$ cat src/sv/bech32_checksum_engine_defines.svh
// Assertion macros for the Bech32 checksum engine
`ifndef BECH32_CHECKSUM_ENGINE_DEFINES_SVH
`define BECH32_CHECKSUM_ENGINE_DEFINES_SVH
`ifndef ASSERT_OFF
`define BCE_ASSERT(lbl, prop, msg) \
  lbl: assert property (@(posedge clk) disable iff (!rst_n) prop) else $error(msg);
`define BCE_ASSERT_NEXT(lbl, pre, post, msg) \
  lbl: assert property (@(posedge clk) disable iff (!rst_n) (pre) |=> (post)) else $error(msg);
`else
`define BCE_ASSERT(lbl, prop, msg)
`define BCE_ASSERT_NEXT(lbl, pre, post, msg)
`endif
`endif

$ cat src/sv/bce_pkg.sv
// Types, constants and the residue step shared by the Bech32 checksum engine
package bce_pkg;

  localparam int HRP_DEPTH = 128;
  localparam int LEN_W     = $clog2(HRP_DEPTH + 1);
  localparam int ADDR_W    = (HRP_DEPTH > 1) ? $clog2(HRP_DEPTH) : 1;
  localparam int CNT_W     = (LEN_W > 3) ? LEN_W : 3;

  localparam logic [29:0] RES_ONE       = 30'h0000_0001;
  localparam logic [29:0] CONST_BECH32  = 30'h0000_0001;
  localparam logic [29:0] CONST_BECH32M = 30'h2bc8_30a3;

  localparam logic [29:0] GEN_MULT [5] = '{
    30'h3b6a_57b2, 30'h2650_8e6d, 30'h1ea1_19fa, 30'h3d42_33dd, 30'h2a14_62b3
  };

  // Input codes
  localparam logic OP_HRP  = 1'b0;
  localparam logic OP_DATA = 1'b1;

  // Configuration register indexes
  localparam logic CFG_CREATE_MODE = 1'b0;
  localparam logic CFG_VARIANT     = 1'b1;

  // Result status codes
  localparam logic [1:0] ST_INVALID  = 2'd0;
  localparam logic [1:0] ST_BECH32   = 2'd1;
  localparam logic [1:0] ST_BECH32M  = 2'd2;
  localparam logic [1:0] ST_OVERFLOW = 2'd3;

  typedef struct packed {
    logic       op;
    logic [6:0] hrp_char;
    logic [4:0] symbol;
    logic       last;
  } in_word_t;

  typedef struct packed {
    logic [1:0] status;
    logic [4:0] check_symbol;
    logic       end_of_run;
  } out_word_t;

  typedef struct packed {
    logic       feed;
    logic       clear;
    logic [4:0] sym;
  } pm_cmd_t;

  typedef enum logic [2:0] {
    S_IDLE,
    S_FLUSH0,
    S_FLUSH,
    S_ZERO,
    S_EMIT
  } state_t;

  function automatic logic [29:0] polymod_step(input logic [29:0] res, input logic [4:0] sym);
    logic [29:0] r;
    r = {res[24:0], 5'b0} ^ {25'b0, sym};
    for (int i = 0; i < 5; i++) begin
      if (res[25 + i]) begin
        r = r ^ GEN_MULT[i];
      end
    end
    return r;
  endfunction

endpackage

$ cat src/sv/bce_polymod.sv
// Residue register of the BCH polymod with its one-symbol update
module bce_polymod import bce_pkg::*; (
  input  logic        clk,
  input  logic        rst_n,
  input  pm_cmd_t     cmd,
  output logic [29:0] residue
);

  logic [29:0] residue_r;
  logic [29:0] residue_nxt;

  always_comb begin
    residue_nxt = residue_r;
    if (cmd.clear) begin
      residue_nxt = RES_ONE;
    end else if (cmd.feed) begin
      residue_nxt = polymod_step(residue_r, cmd.sym);
    end
  end

  always_ff @(posedge clk) begin
    if (!rst_n) begin
      residue_r <= RES_ONE;
    end else begin
      residue_r <= residue_nxt;
    end
  end

  assign residue = residue_r;

endmodule

$ cat src/sv/bech32_checksum_engine.sv
// Bech32 / Bech32m checksum engine: top level with sequencer and HRP low-part buffer
//
// Takes one string at a time as a run of words, HRP characters first, then
// data symbols, the final word marked by last. An HRP character, or a data
// symbol after the flush, is taken in the idle state. The first data symbol,
// or the last word if no data came, triggers the flush of the buffered HRP
// low parts: a separator zero, then each low part through the one read port
// of the buffer memory, then any pending data symbol; the residue unit takes
// one symbol per cycle. A verify finish, or one after overflow, gives one
// result word; a create finish feeds six zero symbols, then gives six result
// words at one per cycle while the output is taken. No new word is taken
// until a string's last result is in the output register. The buffer holds
// 128 characters; beyond that the string ends with status overflow.
`include "bech32_checksum_engine_defines.svh"
module bech32_checksum_engine import bce_pkg::*; (
  input  logic      clk,
  input  logic      rst_n,
  input  logic      in_valid,
  output logic      in_ready,
  input  in_word_t  in_data,
  output logic      out_valid,
  input  logic      out_ready,
  output out_word_t out_data,
  input  logic      cfg_we,
  input  logic      cfg_index,
  input  logic      cfg_wdata
);

  state_t st_r, st_nxt;

  logic             create_r, variant_r;
  logic [LEN_W-1:0] len_r;
  logic             flushed_r, ovf_r;
  logic [CNT_W-1:0] cnt_r;
  logic             pend_data_r, pend_last_r;
  logic [4:0]       pend_sym_r;
  logic [4:0]       rdata_r;
  logic             out_valid_r;
  out_word_t        out_r;

  logic [4:0]       hrp_mem [HRP_DEPTH];

  pm_cmd_t          pm_cmd;
  logic [29:0]      residue;

  logic             acc, slot_free, create_run, emit_last, flush_more;
  logic             mem_we, ovf_set, flushed_set, cnt_inc, emit_fire, str_clear;
  logic [ADDR_W-1:0] rd_addr;
  state_t           fin_state;
  out_word_t        emit_word;
  logic [29:0]      mod_word;
  logic [2:0]       grp;

  assign acc        = in_valid && in_ready;
  assign slot_free  = !out_valid_r || out_ready;
  assign create_run = create_r && !ovf_r;
  assign emit_last  = !create_run || (cnt_r == CNT_W'(5));
  assign flush_more = cnt_r < CNT_W'(len_r);
  assign fin_state  = create_run ? S_ZERO : S_EMIT;

  bce_polymod u_polymod (
    .clk     (clk),
    .rst_n   (rst_n),
    .cmd     (pm_cmd),
    .residue (residue)
  );

  // Next state
  always_comb begin
    st_nxt = st_r;
    unique case (st_r)
      S_IDLE: begin
        if (acc) begin
          if (flushed_r) begin
            st_nxt = in_data.last ? fin_state : S_IDLE;
          end else if (in_data.op == OP_DATA || in_data.last) begin
            st_nxt = S_FLUSH0;
          end
        end
      end
      S_FLUSH0: st_nxt = S_FLUSH;
      S_FLUSH: begin
        if (!flush_more) begin
          st_nxt = pend_last_r ? fin_state : S_IDLE;
        end
      end
      S_ZERO: begin
        if (cnt_r == CNT_W'(5)) begin
          st_nxt = S_EMIT;
        end
      end
      S_EMIT: begin
        if (slot_free && emit_last) begin
          st_nxt = S_IDLE;
        end
      end
      default: st_nxt = S_IDLE;
    endcase
  end

  // Datapath controls
  always_comb begin
    in_ready    = 1'b0;
    pm_cmd      = '0;
    mem_we      = 1'b0;
    ovf_set     = 1'b0;
    flushed_set = 1'b0;
    cnt_inc     = 1'b0;
    emit_fire   = 1'b0;
    str_clear   = 1'b0;
    rd_addr     = '0;
    unique case (st_r)
      S_IDLE: begin
        in_ready = 1'b1;
        if (acc && in_data.op == OP_HRP && !flushed_r) begin
          if (len_r >= LEN_W'(HRP_DEPTH)) begin
            ovf_set = 1'b1;
          end else begin
            pm_cmd.feed = 1'b1;
            pm_cmd.sym  = {3'b000, in_data.hrp_char[6:5]};
            mem_we      = 1'b1;
          end
        end else if (acc && in_data.op == OP_DATA && flushed_r) begin
          pm_cmd.feed = 1'b1;
          pm_cmd.sym  = in_data.symbol;
        end
      end
      S_FLUSH0: begin
        // separator zero, and start reading the first buffered low part
        pm_cmd.feed = 1'b1;
        rd_addr     = '0;
      end
      S_FLUSH: begin
        if (flush_more) begin
          pm_cmd.feed = 1'b1;
          pm_cmd.sym  = rdata_r;
          cnt_inc     = 1'b1;
          rd_addr     = ADDR_W'(cnt_r + CNT_W'(1));
        end else begin
          flushed_set = 1'b1;
          pm_cmd.feed = pend_data_r;
          pm_cmd.sym  = pend_sym_r;
        end
      end
      S_ZERO: begin
        pm_cmd.feed = 1'b1;
        cnt_inc     = 1'b1;
      end
      S_EMIT: begin
        if (slot_free) begin
          emit_fire    = 1'b1;
          cnt_inc      = 1'b1;
          str_clear    = emit_last;
          pm_cmd.clear = emit_last;
        end
      end
      default: ;
    endcase
  end

  // Result word
  always_comb begin
    mod_word  = residue ^ (variant_r ? CONST_BECH32M : CONST_BECH32);
    grp       = 3'd5 - cnt_r[2:0];
    emit_word = '0;
    emit_word.end_of_run = emit_last;
    if (ovf_r) begin
      emit_word.status = ST_OVERFLOW;
    end else if (create_r) begin
      emit_word.status       = variant_r ? ST_BECH32M : ST_BECH32;
      emit_word.check_symbol = mod_word[grp*5 +: 5];
    end else if (residue == CONST_BECH32) begin
      emit_word.status = ST_BECH32;
    end else if (residue == CONST_BECH32M) begin
      emit_word.status = ST_BECH32M;
    end else begin
      emit_word.status = ST_INVALID;
    end
  end

  // HRP low-part buffer; writes come only in the idle state, read data is used only while flushing
  always_ff @(posedge clk) begin
    if (mem_we) begin
      hrp_mem[len_r[ADDR_W-1:0]] <= in_data.hrp_char[4:0];
    end
    rdata_r <= hrp_mem[rd_addr];
  end

  always_ff @(posedge clk) begin
    if (!rst_n) begin
      st_r        <= S_IDLE;
      create_r    <= 1'b0;
      variant_r   <= 1'b0;
      len_r       <= '0;
      flushed_r   <= 1'b0;
      ovf_r       <= 1'b0;
      cnt_r       <= '0;
      pend_data_r <= 1'b0;
      pend_last_r <= 1'b0;
      out_valid_r <= 1'b0;
    end else begin
      st_r <= st_nxt;
      if (cfg_we && cfg_index == CFG_CREATE_MODE) begin
        create_r <= cfg_wdata;
      end
      if (cfg_we && cfg_index == CFG_VARIANT) begin
        variant_r <= cfg_wdata;
      end
      if (str_clear) begin
        len_r     <= '0;
        flushed_r <= 1'b0;
        ovf_r     <= 1'b0;
      end else begin
        if (mem_we) begin
          len_r <= len_r + LEN_W'(1);
        end
        if (flushed_set) begin
          flushed_r <= 1'b1;
        end
        if (ovf_set) begin
          ovf_r <= 1'b1;
        end
      end
      if (st_nxt != st_r) begin
        cnt_r <= '0;
      end else if (cnt_inc) begin
        cnt_r <= cnt_r + CNT_W'(1);
      end
      if (acc) begin
        pend_data_r <= (in_data.op == OP_DATA);
        pend_last_r <= in_data.last;
      end
      if (emit_fire) begin
        out_valid_r <= 1'b1;
      end else if (out_ready) begin
        out_valid_r <= 1'b0;
      end
    end
  end

  always_ff @(posedge clk) begin
    if (acc) begin
      pend_sym_r <= in_data.symbol;
    end
    if (emit_fire) begin
      out_r <= emit_word;
    end
  end

  assign out_valid = out_valid_r;
  assign out_data  = out_r;

  `BCE_ASSERT(a_flush_bound, (st_r == S_FLUSH) |-> (cnt_r <= CNT_W'(len_r)), "flush ran past buffer fill")
  `BCE_ASSERT(a_ovf_full, ovf_r |-> (len_r == LEN_W'(HRP_DEPTH)), "overflow with buffer not full")
  `BCE_ASSERT(a_len_bound, len_r <= LEN_W'(HRP_DEPTH), "buffer fill beyond depth")
  `BCE_ASSERT_NEXT(a_run_end, emit_fire && emit_last, st_r == S_IDLE && len_r == '0 && !flushed_r, "string state not cleared after final result")

endmodule
$ cat config.mk
export PLATFORM = sky130hd
export DESIGN_NAME = bech32_checksum_engine
export DESIGN_NICKNAME = d
export VERILOG_FILES = /design/src/sv/bce_pkg.sv /design/src/sv/bce_polymod.sv /design/src/sv/bech32_checksum_engine.sv
export VERILOG_INCLUDE_DIRS = /design/src /design/src/sv
export SDC_FILE = /design/constraint.sdc
export NUM_CORES = 1
export LEC_CHECK = 0
export BUFFER_PORTS_ARGS = -buffer_cell sky130_fd_sc_hd__buf_4
export CELL_PAD_IN_SITES_DETAIL_PLACEMENT = 0
export CELL_PAD_IN_SITES_GLOBAL_PLACEMENT = 1
export CORE_ASPECT_RATIO = 1.4
export CORE_MARGIN = 10
export CORE_UTILIZATION = 35
export CTS_BUF_LIST = sky130_fd_sc_hd__clkbuf_8 sky130_fd_sc_hd__clkbuf_16
export CTS_CLUSTER_DIAMETER = 100
export DETAILED_ROUTE_END_ITERATION = 7
export PLACE_DENSITY = 0.66
export REMOVE_ABC_BUFFERS = 1
export SLEW_MARGIN = 20
export SYNTH_ARGS = -nofsm -noshare
export SYNTH_HDL_FRONTEND = slang
export SYNTH_HIERARCHICAL = 1
export SYNTH_SLANG_ARGS = --single-unit
export TNS_END_PERCENT = 100
$ cat constraint.sdc
create_clock -name clk -period 4.3 [get_ports clk]
set_input_delay 0 -clock clk [delete_from_list [all_inputs] [get_ports clk]]
set_output_delay 0 -clock clk [all_outputs]
set_load 0.01 [all_outputs]
==> summary.md <==
| Metric | Value |
|---|---|
| Status | `completed` |
| Hold/Removal Path Class | `input port to flip-flop` |
| Starting DRT DRC Count | `1708` |
| Critical path launch point type | `flip-flop` |
| # diodes | `0` |
| I/O pin cnt | `31` |
| Power, Total | `roughly 15000 uW` |
| Worst Path Required | `4.84 ns` |
| Syn avg cell area | `14.0 um^2` |
| Worst-path clk slew | `about 0.070 ns` |
| Worst slew pin tran | `~1.1 ns` |
| Vias in the first global route | `a little under 20000` |
| Leak | `0.0112 uW` |
| Post-CTS Resized | `0` |
| First-pass GRT wire length | `134 mm` |
| Crit path arrival time | `about 4.6 ns` |
| CP Max Fanout | `10` |
| Power Dens Cells | `~430 nW/um^2` |
| Max Clk Rate | `around 240 MHz` |
| Worst skew pair latency | `0.66 ns` |
| CP dominant cell by count | `buf_4` |
| Drt total wl | `roughly 91 mm` |
| CP max stage delay | `~0.61 ns` |
| Total global routing overflow | `0` |
| FILL cells | `approximately 7900` |
| Post-Synthesis Cells | `2154` |
| Die Ht | `between 300 and 400 um` |
| Rows | `127` |
| Max-capacitance violation count | `0` |
| Slew headroom | `0.251` |
| Final worst slack | `0.218 ns` |
| Port bufs | `30` |
| CP endpoint kind | `flip-flop` |
| Seq cells post-synth | `714` |
| Final setup violating endpoints | `0` |
| Tot GR Track Use | `0.183` |
| Period Utilization, post-route | `0.949` |
| Area of the multi-input gates | `around 9000 um^2` |
| Post-route minimum period | `between 4 and 5 ns` |
| Largest net degree at the start of global routing | `around 80` |
| CTS tree | `yes` |
| Final net count | `between 2000 and 2500` |
| TritonCTS buffer count | `between 60 and 70` |
| H-Tree Depth | `2` |
| Ys Warns | `6` |
| Area growth syn-to-layout | `14.1%` |
| Die ar. | `slightly below 100000 um^2` |
| CTS Root Cell | `clkbuf_16` |
| Clk sinks | `between 700 and 800` |
| WL met2 | `about 47 mm` |
| Area occupied by registers | `around 21000 um^2` |
| Antenna viol nets, final | `0` |
| Avg WL per Cell | `approximately 27 um` |
| Fraction of layout cells with a size suffix above 1 | `0.134` |
| Initial antenna violation count | `1` |
| # DRC | `0` |
| HPWL Detailed | `between 60 and 70 mm` |
| Synth Flop Type | `edfxtp_1` |
| Place WS | `approximately 0.28 ns` |
| First-pass iteration count of the detailed router | `5` |
| Die width | `268 um` |
| Post-synthesis cell type count | `86` |
| Core area | `approximately 86000 um^2` |
| M1 WL | `~35 mm` |
| Synthesized area | `30200 um^2` |
| Hold Vio Cnt, Final | `0` |
| Post-synth EDFFs | `approximately 650` |
| Met3 wire length | `approximately 5 mm` |
| Post-Route Skew | `about 0.026 ns` |
| Fraction of registers with async set or reset after synthesis | `0` |
| Vias/cell | `around 5.6` |
| Critical path type | `flip-flop to flip-flop` |
| CP Buf/Inv Count | `3` |
| Top Layer Used | `met5` |
| Slowest cell on the critical path | `a221oi_1` |
| Peak supply drop | `0.000284 V` |
| Routed via count | `about 19000` |
| Initial Util | `0.353` |
| Routability cong. | `between 0.9 and 1` |
| Crit path max-delay family | `compound AO/OA/AOI/OAI gates` |
| CTS max path bufs | `3` |
| Sequential share of the synthesized area | `0.689` |
| Max-slew violations | `0` |
| Critical-path cell list | `inv_1 > ha_1 > a21oi_1 > o211ai_1 > a21o_1 > nor2_1 > buf_4 > a311oi_1 > a221oi_1 > a31oi_1 > buf_4 > o32a_1` |
| RSZ-0062 raised after global routing | `false` |
[worst register-to-register path, stage by stage, from the launching register on]
cell and delay [ns]:
dfxtp_1 0.50, inv_1 0.11, ha_1 0.34, a21oi_1 0.23, o211ai_1 0.25, a21o_1 0.49
nor2_1 0.50, buf_4 0.20, a311oi_1 0.04, a221oi_1 0.61, a31oi_1 0.16, buf_4 0.21
o32a_1 0.33
[repair_timing]
item                                   CTS  global route
hold buffers                            17             0
endpoints found under the hold margin   54             0
setup buffers                            0             0
[cells by family (layout without fill, tap and decap cells)]
kind of cell             count (synthesis)  in the layout  share of synthesized area
AND/OR/NAND/NOR                        663            663                     0.0963
flip-flops                             714            714                      0.689
buffers and inverters                  150            279                     0.0225
adder cells (fa/ha/maj)                 12             12                    0.00496
XOR/XNOR                                76             76                     0.0248
AO/OA/AOI/OAI                          339            339                     0.0815
multiplexers                           200            200                     0.0812
[layout by cell type (no fill, tap or decap), types with 10 or more instances in the layout]
cell and instances:
edfxtp_1 653, nand2_1 232, nor2_1 232, mux2i_1 151
buf_4 113, nand3_1 87, clkbuf_16 61, dfxtp_1 60
o21ai_0 50, xnor2_1 47, a21oi_1 44, mux4_2 35
inv_1 30, a211oi_1 26, o22ai_1 25, a31oi_1 24
a221oi_1 21, xor2_1 20, a311oi_1 20, nor3_1 19
nor4_1 19, dlygate4sd3_1 17, o221ai_1 15, mux2_2 14
clkinv_2 14, a22oi_1 13, buf_12 13, nor2b_1 12
nand4_1 12, ha_1 12, o211ai_1 11, and3_1 11
nand2b_1 10, a32oi_1 10
[metal layers]
metal	vias up	GRT usage
met5	-	0
met4	2	0.0892
met3	203	0.0250
met2	709	0.322
met1	9645	0.216
li1	8399	-
[final cells by class]
class / count / share of cell area
Sequential cell: 714 / 0.604
Clock buffer: 70 / 0.0478
Tap cell: 1096 / 0.0397
Inverter: 20 / 0.00218
Timing Repair Buffer: 143 / 0.0371
Multi-Input combinational cell: 1290 / 0.257
Clock inverter: 46 / 0.0128
[through the flow]
stage / instances / TNS [ns] / util / instance area, um^2 / hold WS, ns
after detailed placement: 3246 / 0 / 0.376 / 32200 / 0.193
after floorplan: 2024 / -177.00 / - / 29600 / 0.0989
after global routing: 3379 / 0 / 0.403 / 34500 / 0.0256
after global placement: 3246 / 0 / 0.376 / 32200 / 0.191
after CTS: 3379 / 0 / 0.403 / 34500 / 0.00647
final: 3379 / 0 / 0.403 / 34500 / 0.00153
[power by group]
| part | internal [uW] | leakage, uW | total [uW] | switching (uW) |
|---|---|---|---|---|
| registers | 7680 | 0.00638 | 7920 | 248 |
| logic | 576 | 0.00371 | 1230 | 659 |
| clock network | 3230 | 0.00108 | 5770 | 2540 |
| total | 11500 | 0.0112 | 14900 | 3450 |
[cell usage after synthesis (12+ instances only)]
cell	count	area share
nor4_1	20	0.0041
ha_1	12	0.0050
a21oi_1	45	0.0074
xor2_1	21	0.0061
xnor2_1	48	0.014
nand4_1	12	0.0025
a311oi_1	20	0.0058
dfxtp_1	61	0.040
clkbuf_1	53	0.0066
edfxtp_1	653	0.65
mux4_2	35	0.026
a22oi_1	13	0.0032
a31oi_1	24	0.0050
inv_1	20	0.0025
mux2_2	14	0.0052
mux2i_1	151	0.050
nor2_1	234	0.029
o221ai_1	15	0.0043
a211oi_1	27	0.0067
nor3_1	19	0.0031
buf_1	15	0.0019
o21ai_0	50	0.0083
nand2_1	233	0.029
o22ai_1	25	0.0052
buf_2	49	0.0081
nand3_1	87	0.014
nor2b_1	13	0.0027
a221oi_1	21	0.0061
[registers in the layout, summed over array words and instances (netlist names), 3 cells and up]
register           count
hrp_mem              640
rdata_r                5
out_data               8
cnt_r                  8
st_r                   3
u_polymod/residue     30
len_r                  8
pend_sym_r             5
[worst paths after layout]
kind,cells past startpoint,endpoint,start,slack [ns]
max,12,rdata_r[4],len_r[5],0.22
min reg2reg,2,u_polymod/residue[0],u_polymod/residue[0],0.51
max reg2reg,12,rdata_r[4],len_r[5],0.22
min,1,hrp_mem[66][4],in_data[10],0.002
Note: power is estimated with default switching activity, not from simulation.
